--- src/hdl/vfd_pkg.sv ---
`default_nettype none

package vfd_pkg;

  localparam logic [7:0] SyncFirst  = 8'hAA;
  localparam logic [7:0] SyncSecond = 8'h55;
  localparam logic [7:0] VelType    = 8'h20;
  localparam logic [7:0] VelLength  = 8'd12;

  localparam int FrameBytes = 17;
  localparam int PosW       = $clog2(FrameBytes);

  typedef logic [PosW-1:0] pos_t;

  localparam pos_t PosHunt     = pos_t'(0);
  localparam pos_t PosHeld     = pos_t'(1);
  localparam pos_t PosType     = pos_t'(2);
  localparam pos_t PosLength   = pos_t'(3);
  localparam pos_t PosLinear0  = pos_t'(4);
  localparam pos_t PosLinear3  = pos_t'(7);
  localparam pos_t PosAngular0 = pos_t'(8);
  localparam pos_t PosAngular3 = pos_t'(11);
  localparam pos_t PosInterval = pos_t'(12);
  localparam pos_t PosIntervHi = pos_t'(13);
  localparam pos_t PosSequence = pos_t'(14);
  localparam pos_t PosSeqHi    = pos_t'(15);
  localparam pos_t PosCheck    = pos_t'(FrameBytes - 1);

  localparam int TagDepth = 2;
  localparam int ResDepth = 2;

  typedef enum logic [1:0] {
    StatusOk     = 2'd0,
    StatusType   = 2'd1,
    StatusLength = 2'd2,
    StatusSum    = 2'd3
  } status_e;

  typedef struct packed {
    pos_t       pos;
    logic [7:0] data;
  } tag_t;

  typedef struct packed {
    status_e     status;
    logic [31:0] linear;
    logic [31:0] angular;
    logic [15:0] interval;
    logic [15:0] sequence_no;
  } result_t;

endpackage

`default_nettype wire

--- src/hdl/velocity_frame_deframer.sv ---
// Byte-serial deframer for 17-byte velocity frames (0xAA 0x55, type, length,
// twelve payload bytes, additive checksum). It takes one byte per clock cycle
// while full is low, and every completed frame yields one result whose status
// reports a wrong type, a wrong length or a checksum mismatch, in that
// priority, or else success; the payload fields always carry the bytes as
// received. A front stage hunts for sync and tags each byte after the sync
// pair with its position, a short queue carries tagged bytes to an assembler,
// and a result queue holds finished frames. A result becomes visible once the
// checksum byte has passed through the tag queue and into the result queue;
// full rises only when both queues have backed up.
`default_nettype none

module velocity_frame_deframer #(
  parameter int TagDepth = vfd_pkg::TagDepth,
  parameter int ResDepth = vfd_pkg::ResDepth
) (
  input  wire logic        clk_i,
  input  wire logic        rst_ni,
  input  wire logic        push,
  output logic             full,
  input  wire logic [7:0]  rx_byte_i,
  output logic             empty,
  input  wire logic        pop,
  output logic [1:0]       frame_status_o,
  output logic [31:0]      linear_bits_o,
  output logic [31:0]      angular_bits_o,
  output logic [15:0]      interval_ms_o,
  output logic [15:0]      sequence_res_o
);

  localparam int TagW = $bits(vfd_pkg::tag_t);
  localparam int ResW = $bits(vfd_pkg::result_t);

  vfd_pkg::tag_t    tag_in, tag_out;
  vfd_pkg::result_t res_in, res_out;
  logic             tag_push, tag_full, tag_pop, tag_empty;
  logic             res_push, res_full;
  logic [TagW-1:0]  tag_raw;
  logic [ResW-1:0]  res_raw;

  vfd_front u_front (
    .clk_i      (clk_i),
    .rst_ni     (rst_ni),
    .push_i     (push),
    .rx_byte_i  (rx_byte_i),
    .full_o     (full),
    .tag_full_i (tag_full),
    .tag_push_o (tag_push),
    .tag_o      (tag_in)
  );

  vfd_fifo #(
    .Width (TagW),
    .Depth (TagDepth)
  ) u_tag_fifo (
    .clk_i   (clk_i),
    .rst_ni  (rst_ni),
    .push_i  (tag_push),
    .data_i  (tag_in),
    .full_o  (tag_full),
    .pop_i   (tag_pop),
    .data_o  (tag_raw),
    .empty_o (tag_empty)
  );

  assign tag_out = vfd_pkg::tag_t'(tag_raw);

  vfd_back u_back (
    .clk_i       (clk_i),
    .rst_ni      (rst_ni),
    .tag_valid_i (!tag_empty),
    .tag_i       (tag_out),
    .tag_pop_o   (tag_pop),
    .res_full_i  (res_full),
    .res_push_o  (res_push),
    .res_o       (res_in)
  );

  vfd_fifo #(
    .Width (ResW),
    .Depth (ResDepth)
  ) u_res_fifo (
    .clk_i   (clk_i),
    .rst_ni  (rst_ni),
    .push_i  (res_push),
    .data_i  (res_in),
    .full_o  (res_full),
    .pop_i   (pop),
    .data_o  (res_raw),
    .empty_o (empty)
  );

  assign res_out        = vfd_pkg::result_t'(res_raw);
  assign frame_status_o = res_out.status;
  assign linear_bits_o  = res_out.linear;
  assign angular_bits_o = res_out.angular;
  assign interval_ms_o  = res_out.interval;
  assign sequence_res_o = res_out.sequence_no;

endmodule

`default_nettype wire

--- src/hdl/vfd_fifo.sv ---
`default_nettype none

module vfd_fifo #(
  parameter int Width = 8,
  parameter int Depth = 2
) (
  input  wire logic             clk_i,
  input  wire logic             rst_ni,
  input  wire logic             push_i,
  input  wire logic [Width-1:0] data_i,
  output logic                  full_o,
  input  wire logic             pop_i,
  output logic [Width-1:0]      data_o,
  output logic                  empty_o
);

  localparam int IdxW = (Depth > 1) ? $clog2(Depth) : 1;
  localparam int CntW = $clog2(Depth + 1);

  logic [Width-1:0] mem_q [Depth];
  logic [IdxW-1:0]  wr_q, wr_d, rd_q, rd_d;
  logic [CntW-1:0]  cnt_q, cnt_d;
  logic             do_push, do_pop;

  assign full_o  = (cnt_q == CntW'(Depth));
  assign empty_o = (cnt_q == '0);
  assign do_push = push_i && !full_o;
  assign do_pop  = pop_i && !empty_o;
  assign data_o  = mem_q[rd_q];

  always_comb begin
    wr_d  = wr_q;
    rd_d  = rd_q;
    cnt_d = cnt_q;
    if (do_push) begin
      wr_d = (wr_q == IdxW'(Depth - 1)) ? '0 : wr_q + 1'b1;
    end
    if (do_pop) begin
      rd_d = (rd_q == IdxW'(Depth - 1)) ? '0 : rd_q + 1'b1;
    end
    unique case ({do_push, do_pop})
      2'b10:   cnt_d = cnt_q + 1'b1;
      2'b01:   cnt_d = cnt_q - 1'b1;
      default: cnt_d = cnt_q;
    endcase
  end

  always_ff @(posedge clk_i) begin
    if (do_push) begin
      mem_q[wr_q] <= data_i;
    end
  end

  always_ff @(posedge clk_i or negedge rst_ni) begin
    if (!rst_ni) begin
      wr_q  <= '0;
      rd_q  <= '0;
      cnt_q <= '0;
    end else begin
      wr_q  <= wr_d;
      rd_q  <= rd_d;
      cnt_q <= cnt_d;
    end
  end

endmodule

`default_nettype wire

--- src/hdl/vfd_front.sv ---
`default_nettype none

module vfd_front (
  input  wire logic        clk_i,
  input  wire logic        rst_ni,
  input  wire logic        push_i,
  input  wire logic [7:0]  rx_byte_i,
  output logic             full_o,
  input  wire logic        tag_full_i,
  output logic             tag_push_o,
  output vfd_pkg::tag_t    tag_o
);

  vfd_pkg::pos_t pos_q, pos_d;
  logic [7:0]    first_q, first_d;
  logic          accept;

  assign full_o = tag_full_i;
  assign accept = push_i && !tag_full_i;

  assign tag_o.pos  = pos_q;
  assign tag_o.data = rx_byte_i;

  always_comb begin
    pos_d      = pos_q;
    first_d    = first_q;
    tag_push_o = 1'b0;
    if (accept) begin
      priority if (pos_q == vfd_pkg::PosHunt || pos_q > vfd_pkg::PosCheck) begin
        first_d = rx_byte_i;
        pos_d   = vfd_pkg::PosHeld;
      end else if (pos_q == vfd_pkg::PosHeld) begin
        if (first_q == vfd_pkg::SyncFirst && rx_byte_i == vfd_pkg::SyncSecond) begin
          pos_d = vfd_pkg::PosType;
        end else begin
          first_d = rx_byte_i;
        end
      end else begin
        tag_push_o = 1'b1;
        pos_d      = (pos_q == vfd_pkg::PosCheck) ? vfd_pkg::PosHunt : pos_q + 1'b1;
      end
    end
  end

  always_ff @(posedge clk_i or negedge rst_ni) begin
    if (!rst_ni) begin
      pos_q   <= vfd_pkg::PosHunt;
      first_q <= '0;
    end else begin
      pos_q   <= pos_d;
      first_q <= first_d;
    end
  end

endmodule

`default_nettype wire

--- src/hdl/vfd_back.sv ---
`default_nettype none

module vfd_back (
  input  wire logic           clk_i,
  input  wire logic           rst_ni,
  input  wire logic           tag_valid_i,
  input  wire vfd_pkg::tag_t  tag_i,
  output logic                tag_pop_o,
  input  wire logic           res_full_i,
  output logic                res_push_o,
  output vfd_pkg::result_t    res_o
);

  logic [7:0]  type_q, len_q, sum_q, sum_d;
  logic [31:0] linear_q, angular_q;
  logic [15:0] interval_q, seq_q;
  logic        is_check;

  assign is_check   = (tag_i.pos == vfd_pkg::PosCheck);
  assign tag_pop_o  = tag_valid_i && !(is_check && res_full_i);
  assign res_push_o = tag_pop_o && is_check;
  assign sum_d      = sum_q + tag_i.data;

  always_comb begin
    res_o.linear      = linear_q;
    res_o.angular     = angular_q;
    res_o.interval    = interval_q;
    res_o.sequence_no = seq_q;
    priority if (type_q != vfd_pkg::VelType) begin
      res_o.status = vfd_pkg::StatusType;
    end else if (len_q != vfd_pkg::VelLength) begin
      res_o.status = vfd_pkg::StatusLength;
    end else if (sum_q != tag_i.data) begin
      res_o.status = vfd_pkg::StatusSum;
    end else begin
      res_o.status = vfd_pkg::StatusOk;
    end
  end

  always_ff @(posedge clk_i or negedge rst_ni) begin
    if (!rst_ni) begin
      type_q     <= '0;
      len_q      <= '0;
      sum_q      <= '0;
      linear_q   <= '0;
      angular_q  <= '0;
      interval_q <= '0;
      seq_q      <= '0;
    end else if (tag_pop_o) begin
      if (tag_i.pos == vfd_pkg::PosType) begin
        type_q <= tag_i.data;
        sum_q  <= tag_i.data;
      end else begin
        sum_q <= sum_d;
      end
      if (tag_i.pos == vfd_pkg::PosLength) begin
        len_q <= tag_i.data;
      end
      if (tag_i.pos >= vfd_pkg::PosLinear0 && tag_i.pos <= vfd_pkg::PosLinear3) begin
        linear_q[8*tag_i.pos[1:0] +: 8] <= tag_i.data;
      end
      if (tag_i.pos >= vfd_pkg::PosAngular0 && tag_i.pos <= vfd_pkg::PosAngular3) begin
        angular_q[8*tag_i.pos[1:0] +: 8] <= tag_i.data;
      end
      if (tag_i.pos == vfd_pkg::PosInterval || tag_i.pos == vfd_pkg::PosIntervHi) begin
        interval_q[8*tag_i.pos[0] +: 8] <= tag_i.data;
      end
      if (tag_i.pos == vfd_pkg::PosSequence || tag_i.pos == vfd_pkg::PosSeqHi) begin
        seq_q[8*tag_i.pos[0] +: 8] <= tag_i.data;
      end
    end
  end

endmodule

`default_nettype wire

--- config.mk ---
export PLATFORM = sky130hd
export DESIGN_NAME = velocity_frame_deframer
export DESIGN_NICKNAME = d
export VERILOG_FILES = /design/src/hdl/vfd_pkg.sv /design/src/hdl/velocity_frame_deframer.sv /design/src/hdl/vfd_fifo.sv /design/src/hdl/vfd_front.sv /design/src/hdl/vfd_back.sv
export SDC_FILE = /design/constraint.sdc
export NUM_CORES = 1
export LEC_CHECK = 0
export BUFFER_PORTS_ARGS = -buffer_cell sky130_fd_sc_hd__clkbuf_2
export CORE_MARGIN = 5
export CORE_UTILIZATION = 54
export CTS_BUF_LIST = sky130_fd_sc_hd__clkbuf_4 sky130_fd_sc_hd__clkbuf_8 sky130_fd_sc_hd__clkbuf_16
export DETAILED_ROUTE_END_ITERATION = 16
export HOLD_SLACK_MARGIN = 0.03
export PLACE_DENSITY = 0.81
export SLEW_MARGIN = 20
export SYNTH_ARGS = -nofsm -noshare
export SYNTH_HDL_FRONTEND = slang
export SYNTH_SLANG_ARGS = --single-unit
--- constraint.sdc ---
create_clock -name clk_i -period 6.15 [get_ports clk_i]
set_input_delay 0.615 -clock clk_i [delete_from_list [all_inputs] [get_ports clk_i]]
set_output_delay 0.615 -clock clk_i [all_outputs]
set_load 0.02 [all_outputs]
**Yosys cells after proc, flatten, opt, wreduce, memory -nomap -nowiden**

Memories as Yosys holds them, arrays and structs flattened.
Index checks and enable logic that the tools add are counted.

- Order comparisons: 5
- Reduce and logical (&&, ||, !) cells: 33
- Shift-type cells: 4
- Add/subtract/negate cells: 12
- Muxes and demuxes: 28
- Equality and inequality tests: 22

Operators by type and width:

| kind | count |
|---|---|
| $bwmux W32 | 2 |
| $neg A4 Y34 | 1 |
| $neg A5 Y34 | 1 |
| $shift A8 B34 Y16 const A | 1 |
| $shift A8 B34 Y32 const A | 1 |
| $shiftx A8 B34 Y16 | 1 |
| $shiftx A8 B34 Y32 | 1 |
| $bwmux W16 | 2 |
| $mux W8 | 4 |
| $eq A5 B4 Y1 const B | 4 |
| $mux W5 | 4 |
| $reduce_and A2 Y1 | 7 |
| $logic_and A1 B1 Y1 | 11 |
| $mux W1 | 11 |
| $eq A5 B2 Y1 const B | 2 |
| $eq A5 B5 Y1 const B | 2 |
| $add A8 B8 Y8 | 1 |
| $eq A2 B2 Y1 const B | 4 |
| $eq A8 B7 Y1 const B | 1 |
| $eq A8 B8 Y1 const B | 1 |
| $ne A8 B4 Y1 const B | 1 |
| $ne A8 B6 Y1 const B | 1 |
| $ne A8 B8 Y1 | 1 |
| $pmux W2 S2 | 2 |
| 20 further kinds | 37 |

- Register bits after elaboration: 141
- Logic and storage cells: 121
- Output and inout port bits: 100
- Bits in writable memories: 222
- Memories kept: 2

Memory list:

| memory | depth | width | rd ports | clocked after Yosys merged registers in | write ports | line | source |
|---|---|---|---|---|---|---|---|
| u_res_fifo.mem_q | 2 | 98 | 1 | 0 | 1 | vfd_fifo.sv:20 | `logic [Width-1:0] mem_q [Depth];` |
| u_tag_fifo.mem_q | 2 | 13 | 1 | 0 | 1 | vfd_fifo.sv:20 |  |

**Longest topological paths before layout**

Gate-level depths: netlist (run 1).
An unclocked memory read counts as a cell.

- Depth after elaboration: 9
- Gate-level depth with buffers: 12

**Cells and area by module**

A second synthesis (run 1) with hierarchy kept.

- Cells, all modules: 860
- Area total of the unflattened synthesis: 14,520.2 um^2

By module, submodules not included:

| module | cells each | instances | area each (um^2) |
|---|---|---|---|
| vfd_fifo at u_res_fifo | 323 | 1 | 7,294.5 |
| vfd_back | 405 | 1 | 5,293.8 |
| vfd_fifo at u_tag_fifo | 58 | 1 | 1,131.1 |
| vfd_front | 73 | 1 | 797.0 |
| velocity_frame_deframer | 1 | 1 | 3.8 |

**Worst setup path before layout (run 1)**

No wires, ideal clock.

- Kind: register to register
- Start point: register u_tag_fifo.rd_q
- End point: memory u_res_fifo.mem_q[0][0] (netlist bit) (enable)
- Arrival time: 5.949 ns
- Setup slack: -0.355 ns
- Stages on the path, launching flop included: 9
- Setup time: 0.556 ns
- Required time: 5.594 ns
- Clock period less this slack: 6.505 ns
- Cell sequence: dfrtp_1 -> buf_6 -> buf_4 -> mux2i_1 -> ha_1 -> nand2_1 -> or4_1 -> buf_2 -> nor2_1

- Longest elaborated chain between the ends: 9

Ends and longest elaborated chain:

| what | line | source |
|---|---|---|
| from (decl) | vfd_fifo.sv:21 | `logic [IdxW-1:0] wr_q, wr_d, rd_q, rd_d;` |
| from (signal assigned) | vfd_fifo.sv:61 | `rd_q <= rd_d;` |
| $mem_v2 Z2 W13 * | n/a |  |
| $eq A5 B5 Y1 * | vfd_back.sv:19 | `assign is_check = (tag_i.pos == vfd_pkg::PosCheck);` |
| $logic_and A1 B1 Y1 | vfd_back.sv:20 | `assign tag_pop_o = tag_valid_i && !(is_check && res_full_i);` |
| $logic_not A1 Y1 | vfd_back.sv:20 |  |
| $logic_and A1 B1 Y1 | vfd_back.sv:20 |  |
| $logic_and A1 B1 Y1 * | vfd_back.sv:21 | `assign res_push_o = tag_pop_o && is_check;` |
| $logic_and A1 B1 Y1 * | vfd_fifo.sv:27 | `assign do_push = push_i && !full_o;` |
| $mux W1 * | vfd_fifo.sv:49 | `if (do_push) begin` |
| $mux W1 (implied by the code) * | vfd_fifo.sv:50 | `mem_q[wr_q] <= data_i;` |
| to (decl) | vfd_fifo.sv:20 |  |

Every way passes the cells marked *; elsewhere a longest branch is shown, timed or not.

**Final worst setup path (run 1)**

- Start point: register u_tag_fifo.rd_q
- End point: memory u_res_fifo.mem_q[0][20] (netlist bit) (enable)

The elaborated chain is that of the path after synthesis.

==> impl_metrics.toml, run 1 <==
[route]
remaining_antenna_violation_count = 0
met3RoutedLength_um = 1470
drt-met1-wl_um = 11600
detail_route.wl_per_cell_um = 20.4
post-route-drc-count = 0
routed_via_density = 5.65
totalWireLength_um = 28100
topRoutingLayerUsed = "met4"
firstDrtPassIters = 5
met2_length_um = 14400
initialDrtViolationCount = 604
dr_total_vias = 7785

[cts]
ctsRootBufferMaster = "clkbuf_16"
cts-hold-fix-buffers = 0
max-clock-path-buffers = 3
worst_skew_pair.late_latency_ns = 0.52
clock_tree.htree_level_count = 2
tritoncts_clock_tree = "yes"
worst_setup_hold_path_clk_slew_ns = 0.06
clock_sinks = 363
numCtsBuffers = 36
postCtsSetupBuffers = 0
postCtsResizedCells = 0

[final_layout]
antennaDiodeCount = 0
layout.nets = 1047
drive_above_1_share_pct = 34.9
final-instance-count-excl-fill = 1379
final_util_pct = 62.9
nFillCells = 1797
area_growth_syn_to_layout_pct = 14.9
final_design_area_no_fill_mm2 = 0.0164

[timing]
maxClockFrequency_mhz = 235
setup_viol = 0
fin_crit_sh_pct = 69.3
skew_ns = 0.0139
rsz0062_at_grt = "no"
fin_crit_ns = 4.26
drv_slew = 0
final-hold-violation-count = 0
timing.setup.tns_ns = 0
post-route-worst-setup-slack_ns = 1.89
final.hold.worst_slack_ns = 0.194
tightestPinTransition_ns = 0.964
slew_headroom_pct = 35.6

[global_routing]
global_route.usage.total_pct = 18.6
first_global_vias = 8192
global_route.overflow_total = 0
grt_max_degree = 94
number_of_antenna_violations_at_the_first_check_in_global_routing = 0
grt_pass1_wl_um = 44800

[status]
run_status = "complete, no violations"

[place]
hpwlAfterDp_um = 17100
port-buffer-count = 111
globalplace.congestion = 0.840
place_ws_ns = 1.90
dpl-instance-area_mm2 = 0.0152
place.detailed.instances = 1312

[worst_setup_path]
reg2reg_setup_slack_ns = 1.89
crit_path_max_fanout = 70
critical_path.startpoint = "u_tag_fifo.rd_q$_DFFE_PN0P_"
crit_arrival_ns = 4.42
critical-path-slowest-cell = "dfrtp_1"
worstPathCellList = "mux2i_1, ha_1, nand2_1, or4_1, nor2_4, buf_12"
regToRegEndpoint = "u_res_fifo.mem_q[0][20]$_DFFE_PP_"
critical_path.endpoint_type = "register"
critical_path_cell_count = 6
worst-r2r-cell-count = 6
cpLargestDelayFamily = "simple AND/OR/NAND/NOR gates"
critPathRequiredTime_ns = 6.31
startpoint_type = "register"
critical_path.reg2reg.startpoint = "u_tag_fifo.rd_q$_DFFE_PN0P_"
endpoint = "u_res_fifo.mem_q[0][20]$_DFFE_PP_"
cp_num_buf_inv = 1
timing.setup.critical_path_class = "register to register"
critical-path-max-stage-delay_ns = 0.92

[floorplan]
horizontal_die_dimension_um = 173
design.die.area_mm2 = 0.0298
fp.coreArea_mm2 = 0.0261
dieHeight_um = 173
initial_core_utilization_pct = 54.8
number_of_top_level_pins = 112
count_of_standard_cell_rows = 59

[power_and_ir_drop]
power_density_mw_per_mm2 = 507
report.power.total_mw = 8.31
leakagePower_nw = 6.63
irDropWorstVdd_uv = 272

[yosys]
yosys_warnings = 0
post-synth-top-area-cell = "edfxtp_1"
sequential_share_of_the_synthesized_area_pct = 71.4
synth-compound-area-share_pct = 4.68
synth_fp_nets = 920
synth_adder_area_share_pct = 1.63
yosysUniqueCellTypes = 56
synth.avg_cell_area_um2 = 16.0
synth_simple_gate_area_share_pct = 5.13
postSynthCellCount = 890
combinational_family_with_the_most_area_after_synthesis = "multiplexers"
synth-xor-area-share_pct = 0.973
post_synth_main_area_contributors = "edfxtp_1, dfrtp_1, mux2_2"
synthesized_area_mm2 = 0.0143
yosys.cell_count.top_type = "edfxtp_1"
area_share_of_the_largest_cell_type_after_synthesis_pct = 46.7
synth_ff_type = "edfxtp_1"
number_of_register_bits_inferred_by_synthesis = 363
synth_edf_count = 222
postSynth.asyncResetShare_pct = 38.8
synth_common_cells = "edfxtp_1, mux2_2, dfrtp_1, nand2_1, nor2_1"
synthMuxAreaShare_pct = 14.3

[flow_run]
maxcap_violations = 0

[hold_path]
holdCritPathClass = "primary input to asynchronous set/reset pin"
## logic make-up (layout without fill, tap and decap cells)
logic type,after synthesis,in the layout
adders and majority gates,18,18
buffers and inverters,62,216
DFF,363,363
and+or+nand+nor,153,153
muxes,183,183
xor gates and xnor gates,15,15
AOI/OAI and AO/OA,96,96
## worst min path at each step
stage,end,start,cells after the start
global placement,u_res_fifo.mem_q[0][27]$_DFFE_PP_,u_back.interval_q[11]$_DFFE_PN0P_,0
detailed placement,u_res_fifo.mem_q[0][27]$_DFFE_PP_,u_back.interval_q[11]$_DFFE_PN0P_,0
CTS,u_back.interval_q[2]$_DFFE_PN0P_,rst_ni,1
finish,u_back.interval_q[14]$_DFFE_PN0P_,rst_ni,1
floorplan,u_back.angular_q[0]$_DFFE_PN0P_,rst_ni,0
global route,u_back.interval_q[2]$_DFFE_PN0P_,rst_ni,1
## flip-flops by register name, indices dropped and copies added, names as in the netlist, 2 cells and up
register / cells
u_front.pos_q: 5
u_back.type_q: 8
u_tag_fifo.cnt_q: 2
u_back.linear_q: 32
u_res_fifo.cnt_q: 2
u_front.first_q: 8
u_back.len_q: 8
u_back.seq_q: 16
u_back.angular_q: 32
u_res_fifo.mem_q: 196
u_back.sum_q: 8
u_back.interval_q: 16
u_tag_fifo.mem_q: 26
## cell usage in the layout, fill, tap and decap left out, drive strengths merged, types with 4 or more instances in the layout
cell type  netlist  layout
clkinv           0      13
a21oi            4       4
xnor2           10      10
nand3b           5       5
o31ai           17      17
nand3            6       6
buf             16      14
o211ai           5       5
edfxtp         222     222
inv             25      28
xor2             5       5
o221ai           4       4
nand2           59      59
nand4bb          4       4
a21o             5       5
mux2i           14      14
o21ai           38      38
mux2           169     169
ha              17      17
and2             7       7
dfrtp          141     141
nor2            46      46
clkbuf          21     158
nor2b            7       7
## cell type report
| type | instances | area, um^2 | share of cell area (%) |
|---|---|---|---|
| tap | 335 | 419 | 2.56 |
| clock inverter | 19 | 164 | 0.999 |
| timing repair buffer | 126 | 687 | 4.19 |
| sequential | 363 | 10200 | 62.2 |
| multi-input combinational | 465 | 3830 | 23.4 |
| inverter | 25 | 93.8 | 0.572 |
| clock buffer | 46 | 1010 | 6.13 |
## power breakdown
part           switching [mW]  internal, mW  leakage, nW  total (mW)
sequential              0.426          3.26         3.88        3.68
clock                   0.885          1.25        0.595        2.14
combinational            1.46          1.03         2.16        2.49
## metal layers
layer / GRT usage [%] / up-vias
met2: 31.9 / 211
met4: 5.15 / 0
met3: 3.58 / 46
met5: 0 / -
met1: 24.4 / 3965
li1: - / 3563
No activity file was read; power rests on OpenSTA's default activity.
==> run 2, diff against run 1 <==
ABC_AREA = 1   (was unset)
clock period = 3.6 ns   (was 6.15 ns; I/O delays follow)
==> impl_metrics.toml, run 2 <==
[status]
run_status = "complete, no violations"

[route]
totalWireLength_um = 32600
routed_via_density = 5.35
firstDrtPassIters = 5
remaining_antenna_violation_count = 0
detail_route.wl_per_cell_um = 16.6
dr_total_vias = 10500
post-route-drc-count = 0
initialDrtViolationCount = 925

[worst_setup_path]
worstPathCellList = "inv_2, nand2_1, nand2_2, inv_1, ha_4, clkinv_4, nor2_4, nand3_4, nand2_8, inv_2, ha_1, a21oi_1, o21ai_0, xor2_1"
startpoint_type = "register"
critPathRequiredTime_ns = 3.98
critical-path-max-stage-delay_ns = 0.52
critPathMostFrequentCell = "inv_2"
cp_num_buf_inv = 4
worst-r2r-cell-count = 14
critical_path.startpoint = "u_tag_fifo.rd_q$_DFFE_PN0P_"
crit_path_max_fanout = 29
critical_path.endpoint_type = "register"
critical-path-slowest-cell = "dfrtp_2"
crit_arrival_ns = 3.60
regToRegEndpoint = "u_tag_fifo.cnt_q[1]$_DFFE_PN0P_"
cpLargestDelayFamily = "simple AND/OR/NAND/NOR gates"
critical_path.reg2reg.startpoint = "u_tag_fifo.rd_q$_DFFE_PN0P_"
reg2reg_setup_slack_ns = 0.38
timing.setup.critical_path_class = "register to register"

[yosys]
post-synth-top-area-cell = "edfxtp_1"
yosys_warnings = 0
number_of_register_bits_inferred_by_synthesis = 363
synth.avg_cell_area_um2 = 10.4
postSynth.asyncResetShare_pct = 38.8
synth_fp_nets = 1469
postSynthCellCount = 1439
synthesized_area_mm2 = 0.0150
synth-xor-area-share_pct = 0.585
synth_edf_count = 222
yosysUniqueCellTypes = 31
combinational_family_with_the_most_area_after_synthesis = "simple AND/OR/NAND/NOR gates"
area_share_of_the_largest_cell_type_after_synthesis_pct = 44.5
synthMuxAreaShare_pct = 0
synth_ff_type = "edfxtp_1"
sequential_share_of_the_synthesized_area_pct = 68.1
post_synth_main_area_contributors = "edfxtp_1, dfrtp_1, nand2_1"
synth_adder_area_share_pct = 1.55
synth_simple_gate_area_share_pct = 24.9
yosys.cell_count.top_type = "nand2_1"
synth-compound-area-share_pct = 1.15
synth_common_cells = "nand2_1, edfxtp_1, nand3_1, dfrtp_1, inv_1"

[power_and_ir_drop]
power_density_mw_per_mm2 = 908
irDropWorstVdd_uv = 452
leakagePower_nw = 7.98

[final_layout]
nFillCells = 2050
regMostFlops = "u_res_fifo.mem_q"
antennaDiodeCount = 0
largest_reg_flops = 196
drive_above_1_share_pct = 15.1
final-instance-count-excl-fill = 1963
layout_common_cells = "nand2_1, edfxtp_1, nand3_1, dfrtp_1, clkbuf_2"
final_util_pct = 62.6
most_common_cell_after_layout_fill_and_taps_aside = "nand2_1"
area_growth_syn_to_layout_pct = 15.2
leading_registers_by_flop_count = "u_res_fifo.mem_q (196), u_back.angular_q (32), u_back.linear_q (32)"
layout.nets = 1586

[timing]
maxClockFrequency_mhz = 310
post-route-worst-setup-slack_ns = 0.378
drv_slew = 0
fin_crit_sh_pct = 89.5
tightestPinTransition_ns = 1.06
fin_crit_ns = 3.22
timing.setup.tns_ns = 0
final-hold-violation-count = 0
slew_headroom_pct = 29.6
skew_ns = 0.0188
setup_viol = 0
rsz0062_at_grt = "no"

[place]
place_ws_ns = 0.277
globalplace.congestion = 0.917
place.detailed.instances = 1894
hpwlAfterDp_um = 20800
port-buffer-count = 111

[floorplan]
design.die.area_mm2 = 0.0311
count_of_standard_cell_rows = 61
number_of_top_level_pins = 112
dieHeight_um = 176
horizontal_die_dimension_um = 176
fp.coreArea_mm2 = 0.0276
initial_core_utilization_pct = 54.3

[hold_path]
timing.hold.worst.start = "rx_byte_i[1]"
hold_end = "u_tag_fifo.mem_q[0][1]$_DFFE_PP_"
min_delay_path_depth = 1
holdCritPathClass = "primary input to register"

[cts]
postCtsSetupBuffers = 0
max-clock-path-buffers = 3
numCtsBuffers = 37
tritoncts_clock_tree = "yes"
worst_setup_hold_path_clk_slew_ns = 0.06
worst_skew_pair.late_latency_ns = 0.52
ctsRootBufferMaster = "clkbuf_16"
clock_sinks = 363
clock_tree.htree_level_count = 2

[global_routing]
number_of_antenna_violations_at_the_first_check_in_global_routing = 0
grt_pass1_wl_um = 52400
first_global_vias = 10075
global_route.overflow_total = 0
grt_max_degree = 99
global_route.usage.total_pct = 20.8

[flow_run]
maxcap_violations = 0
-- run 2: worst reg2reg max path, cell delays in order (launching register included) --
cell and delay [ns]:
dfrtp_2 0.52, inv_2 0.18, nand2_1 0.11, nand2_2 0.08, inv_1 0.12, ha_4 0.36, clkinv_4 0.15, nor2_4 0.14
nand3_4 0.22, nand2_8 0.29, inv_2 0.19, ha_1 0.36, a21oi_1 0.12, o21ai_0 0.11, xor2_1 0.16
-- run 2: cells by family (layout without fill, tap and decap cells) --
| kind of cell | count (synthesis) | after routing |
|---|---|---|
| AO/OA/AOI/OAI | 34 | 34 |
| AND/OR/NAND/NOR | 890 | 890 |
| adder cells (fa/ha/maj) | 18 | 18 |
| XOR/XNOR | 10 | 10 |
| buffers and inverters | 124 | 270 |
| flip-flops | 363 | 363 |
-- run 2: what timing repair did --
action	CTS	global route
hold buffers	1	0
setup endpoints to repair	0	1
endpoints found under the hold margin	71	0
gates resized for setup	0	1
-- run 2: how the worst max path moves through the flow --
stage | endpoint | slack (ns) | depth (start not counted)
2_1_floorplan | u_res_fifo.mem_q[0][0]$_DFFE_PP_ | -0.08 | 15
3_3_place_gp | u_tag_fifo.cnt_q[1]$_DFFE_PN0P_ | 0.37 | 14
3_5_place_dp | u_tag_fifo.cnt_q[1]$_DFFE_PN0P_ | 0.28 | 14
4_1_cts | u_tag_fifo.cnt_q[1]$_DFFE_PN0P_ | 0.25 | 14
5_1_grt | u_tag_fifo.cnt_q[1]$_DFFE_PN0P_ | 0.14 | 14
6_report | u_tag_fifo.cnt_q[1]$_DFFE_PN0P_ | 0.38 | 14
-- run 2: layer usage --
metal  global-route usage, %  vias up  wire length (um)
li1                        -     4972                 -
met3                    3.53       81              2370
met2                    34.8      424             16200
met4                    6.00        0               880
met5                       0        -                 0
met1                    28.4     5023             13200
-- run 2: final cells by class --
| cell class | instances | area [um^2] | area share (%) |
|---|---|---|---|
| multi-input cells | 952 | 4250 | 24.7 |
| repair buffers | 131 | 764 | 4.43 |
| well taps | 378 | 473 | 2.74 |
| clock inverters | 12 | 96.3 | 0.559 |
| inverters | 71 | 278 | 1.61 |
| clock buffers | 56 | 1180 | 6.85 |
| flip-flops and latches | 363 | 10200 | 59.1 |
-- run 2: power by group --
part / total (mW) / switching, mW / leakage, nW / internal [mW]
Clock: 3.88 / 1.52 / 0.641 / 2.36
Combinational: 5.53 / 3.96 / 3.43 / 1.57
Sequential: 6.24 / 0.627 / 3.91 / 5.62
Total: 15.7 / 6.11 / 7.98 / 9.54
-- run 2: per-stage QoR --
step / hold WS, ns / power [mW] / cell area, um^2
after floorplan: 0.0644 / 10.0 / 15000
after global placement: 0.419 / 11.6 / 15900
after detailed placement: 0.422 / 11.8 / 15900
after CTS: 0.0514 / 15.7 / 17200
after global routing: 0.0476 / 16.6 / 17200
final: 0.0620 / 15.7 / 17200
==> run 3, diff against run 2 <==
PLACE_DENSITY = 0.88   (was 0.81)
==> impl_metrics.toml, run 3 (synthesized netlist as in run 2, its figures left out) <==
[status]
run_status = "complete, no violations"

[global_routing]
first_global_vias = 10670
number_of_antenna_violations_at_the_first_check_in_global_routing = 0
grt_pass1_wl_um = 54300
global_route.usage.met2_pct = 37.3
grtUsageMet1_pct = 27.1
global_route.overflow_total = 0
grt_use_met3_pct = 4.15
grt_max_degree = 113
global_route.usage.total_pct = 21.7
grt-busiest-layer = "met2"

[worst_setup_path]
critical-path-max-stage-delay_ns = 0.52
timing.setup.critical_path_class = "register to register"
crit_arrival_ns = 3.61
critical-path-slowest-cell = "dfrtp_2"
worst-r2r-cell-count = 14
cpLargestDelayFamily = "simple AND/OR/NAND/NOR gates"
worstPathCellList = "inv_2, nand2_1, nand2_2, inv_1, ha_4, clkinv_4, nor2_4, nand3_4, nand2_8, inv_2, ha_1, a21oi_1, o21ai_0, xor2_1"
critPathMostFrequentCell = "inv_2"
crit_path_max_fanout = 29
cp_num_buf_inv = 4
startpoint_type = "register"
critical_path.endpoint_type = "register"
critical_path_cell_count = 14
critPathRequiredTime_ns = 4.00

[final_layout]
final-instance-count-excl-fill = 1964
layout.nets = 1587
largest_reg_flops = 196
regMostFlops = "u_res_fifo.mem_q"
area_growth_syn_to_layout_pct = 14.8
layout_common_cells = "nand2_1, edfxtp_1, nand3_1, dfrtp_1, clkbuf_2"
antennaDiodeCount = 0
most_common_cell_after_layout_fill_and_taps_aside = "nand2_1"
leading_registers_by_flop_count = "u_res_fifo.mem_q (196), u_back.angular_q (32), u_back.linear_q (32)"
drive_above_1_share_pct = 14.8
final_util_pct = 62.4

[route]
remaining_antenna_violation_count = 0
routed_via_density = 5.53
initialDrtViolationCount = 1166
post-route-drc-count = 0
detail_route.wl_per_cell_um = 17.4
totalWireLength_um = 34200
dr_total_vias = 10858
firstDrtPassIters = 7

[cts]
clock_sinks = 363
ctsRootBufferMaster = "clkbuf_16"
max-clock-path-buffers = 3
worst_skew_pair.late_latency_ns = 0.53
clock_tree.htree_level_count = 2
tritoncts_clock_tree = "yes"
postCtsSetupBuffers = 0
worst_setup_hold_path_clk_slew_ns = 0.06
numCtsBuffers = 37

[power_and_ir_drop]
power_density_mw_per_mm2 = 916
leakagePower_nw = 7.95
irDropWorstVdd_uv = 527
report.power.total_mw = 15.7

[hold_path]
holdCritPathClass = "primary input to register"
min_delay_path_depth = 1

[floorplan]
dieHeight_um = 176
initial_core_utilization_pct = 54.3
number_of_top_level_pins = 112
count_of_standard_cell_rows = 61
fp.coreArea_mm2 = 0.0276
design.die.area_mm2 = 0.0311
horizontal_die_dimension_um = 176

[timing]
final-hold-violation-count = 0
maxClockFrequency_mhz = 311
timing.setup.tns_ns = 0
skew_ns = 0.0236
fin_crit_ns = 3.21
fin_crit_sh_pct = 89.2
tightestPinTransition_ns = 1.11
post-route-worst-setup-slack_ns = 0.389
slew_headroom_pct = 26.2
drv_slew = 0
setup_viol = 0
rsz0062_at_grt = "no"

[flow_run]
maxcap_violations = 0

[place]
place.detailed.instances = 1895
port-buffer-count = 111
hpwlAfterDp_um = 21400
globalplace.congestion = 0.903
place_ws_ns = 0.303
==> run 3: final cells by class <==
class | instances | area (um^2)
multi-input cells | 952 | 4250
clock buffers | 43 | 988
inverters | 71 | 278
clock inverters | 25 | 248
flip-flops and latches | 363 | 10200
repair buffers | 132 | 749
well taps | 378 | 473
fillers | 1976 | 10400
==> run 3: power breakdown <==
part	internal, mW	switching [mW]
Combinational	1.56	4.06
Sequential	5.62	0.628
Clock	2.28	1.59
==> run 3: worst paths after layout <==
path / slack [ns] / start / endpoint
worst min-delay path: 0.06 / rx_byte_i[1] / u_tag_fifo.mem_q[0][1]$_DFFE_PP_
min in group asynchronous: 0.52 / rst_ni / u_front.pos_q[0]$_DFFE_PN0P_
worst min register to register: 0.47 / u_back.seq_q[14]$_DFFE_PN0P_ / u_res_fifo.mem_q[1][14]$_DFFE_PP_
worst max register to register: 0.39 / u_tag_fifo.rd_q$_DFFE_PN0P_ / u_tag_fifo.cnt_q[1]$_DFFE_PN0P_
max in group asynchronous: 2.23 / rst_ni / u_back.sum_q[7]$_DFFE_PN0N_
worst max-delay path: 0.39 / u_tag_fifo.rd_q$_DFFE_PN0P_ / u_tag_fifo.cnt_q[1]$_DFFE_PN0P_
==> run 3: layer usage <==
layer | vias up | wire (um)
li1 | 4974 | -
met1 | 5235 | 12700
met2 | 539 | 17300
met3 | 110 | 2950
met4 | 0 | 1190
met5 | - | 0
==> run 3: stage by stage <==
step                hold WS (ns)  area [um^2]
finish                    0.0562        17200
detailed placement         0.456        15900
global route              0.0581        17200
global placement           0.450        15900
floorplan                 0.0644        15000
CTS                       0.0338        17200
==> run 3: repair_timing <==
item | 4_1_cts | 5_1_grt
hold endpoints to repair | 0 | 4
resized for setup | 0 | 1
endpoints found under the setup margin | 0 | 2
hold buffers | 0 | 1
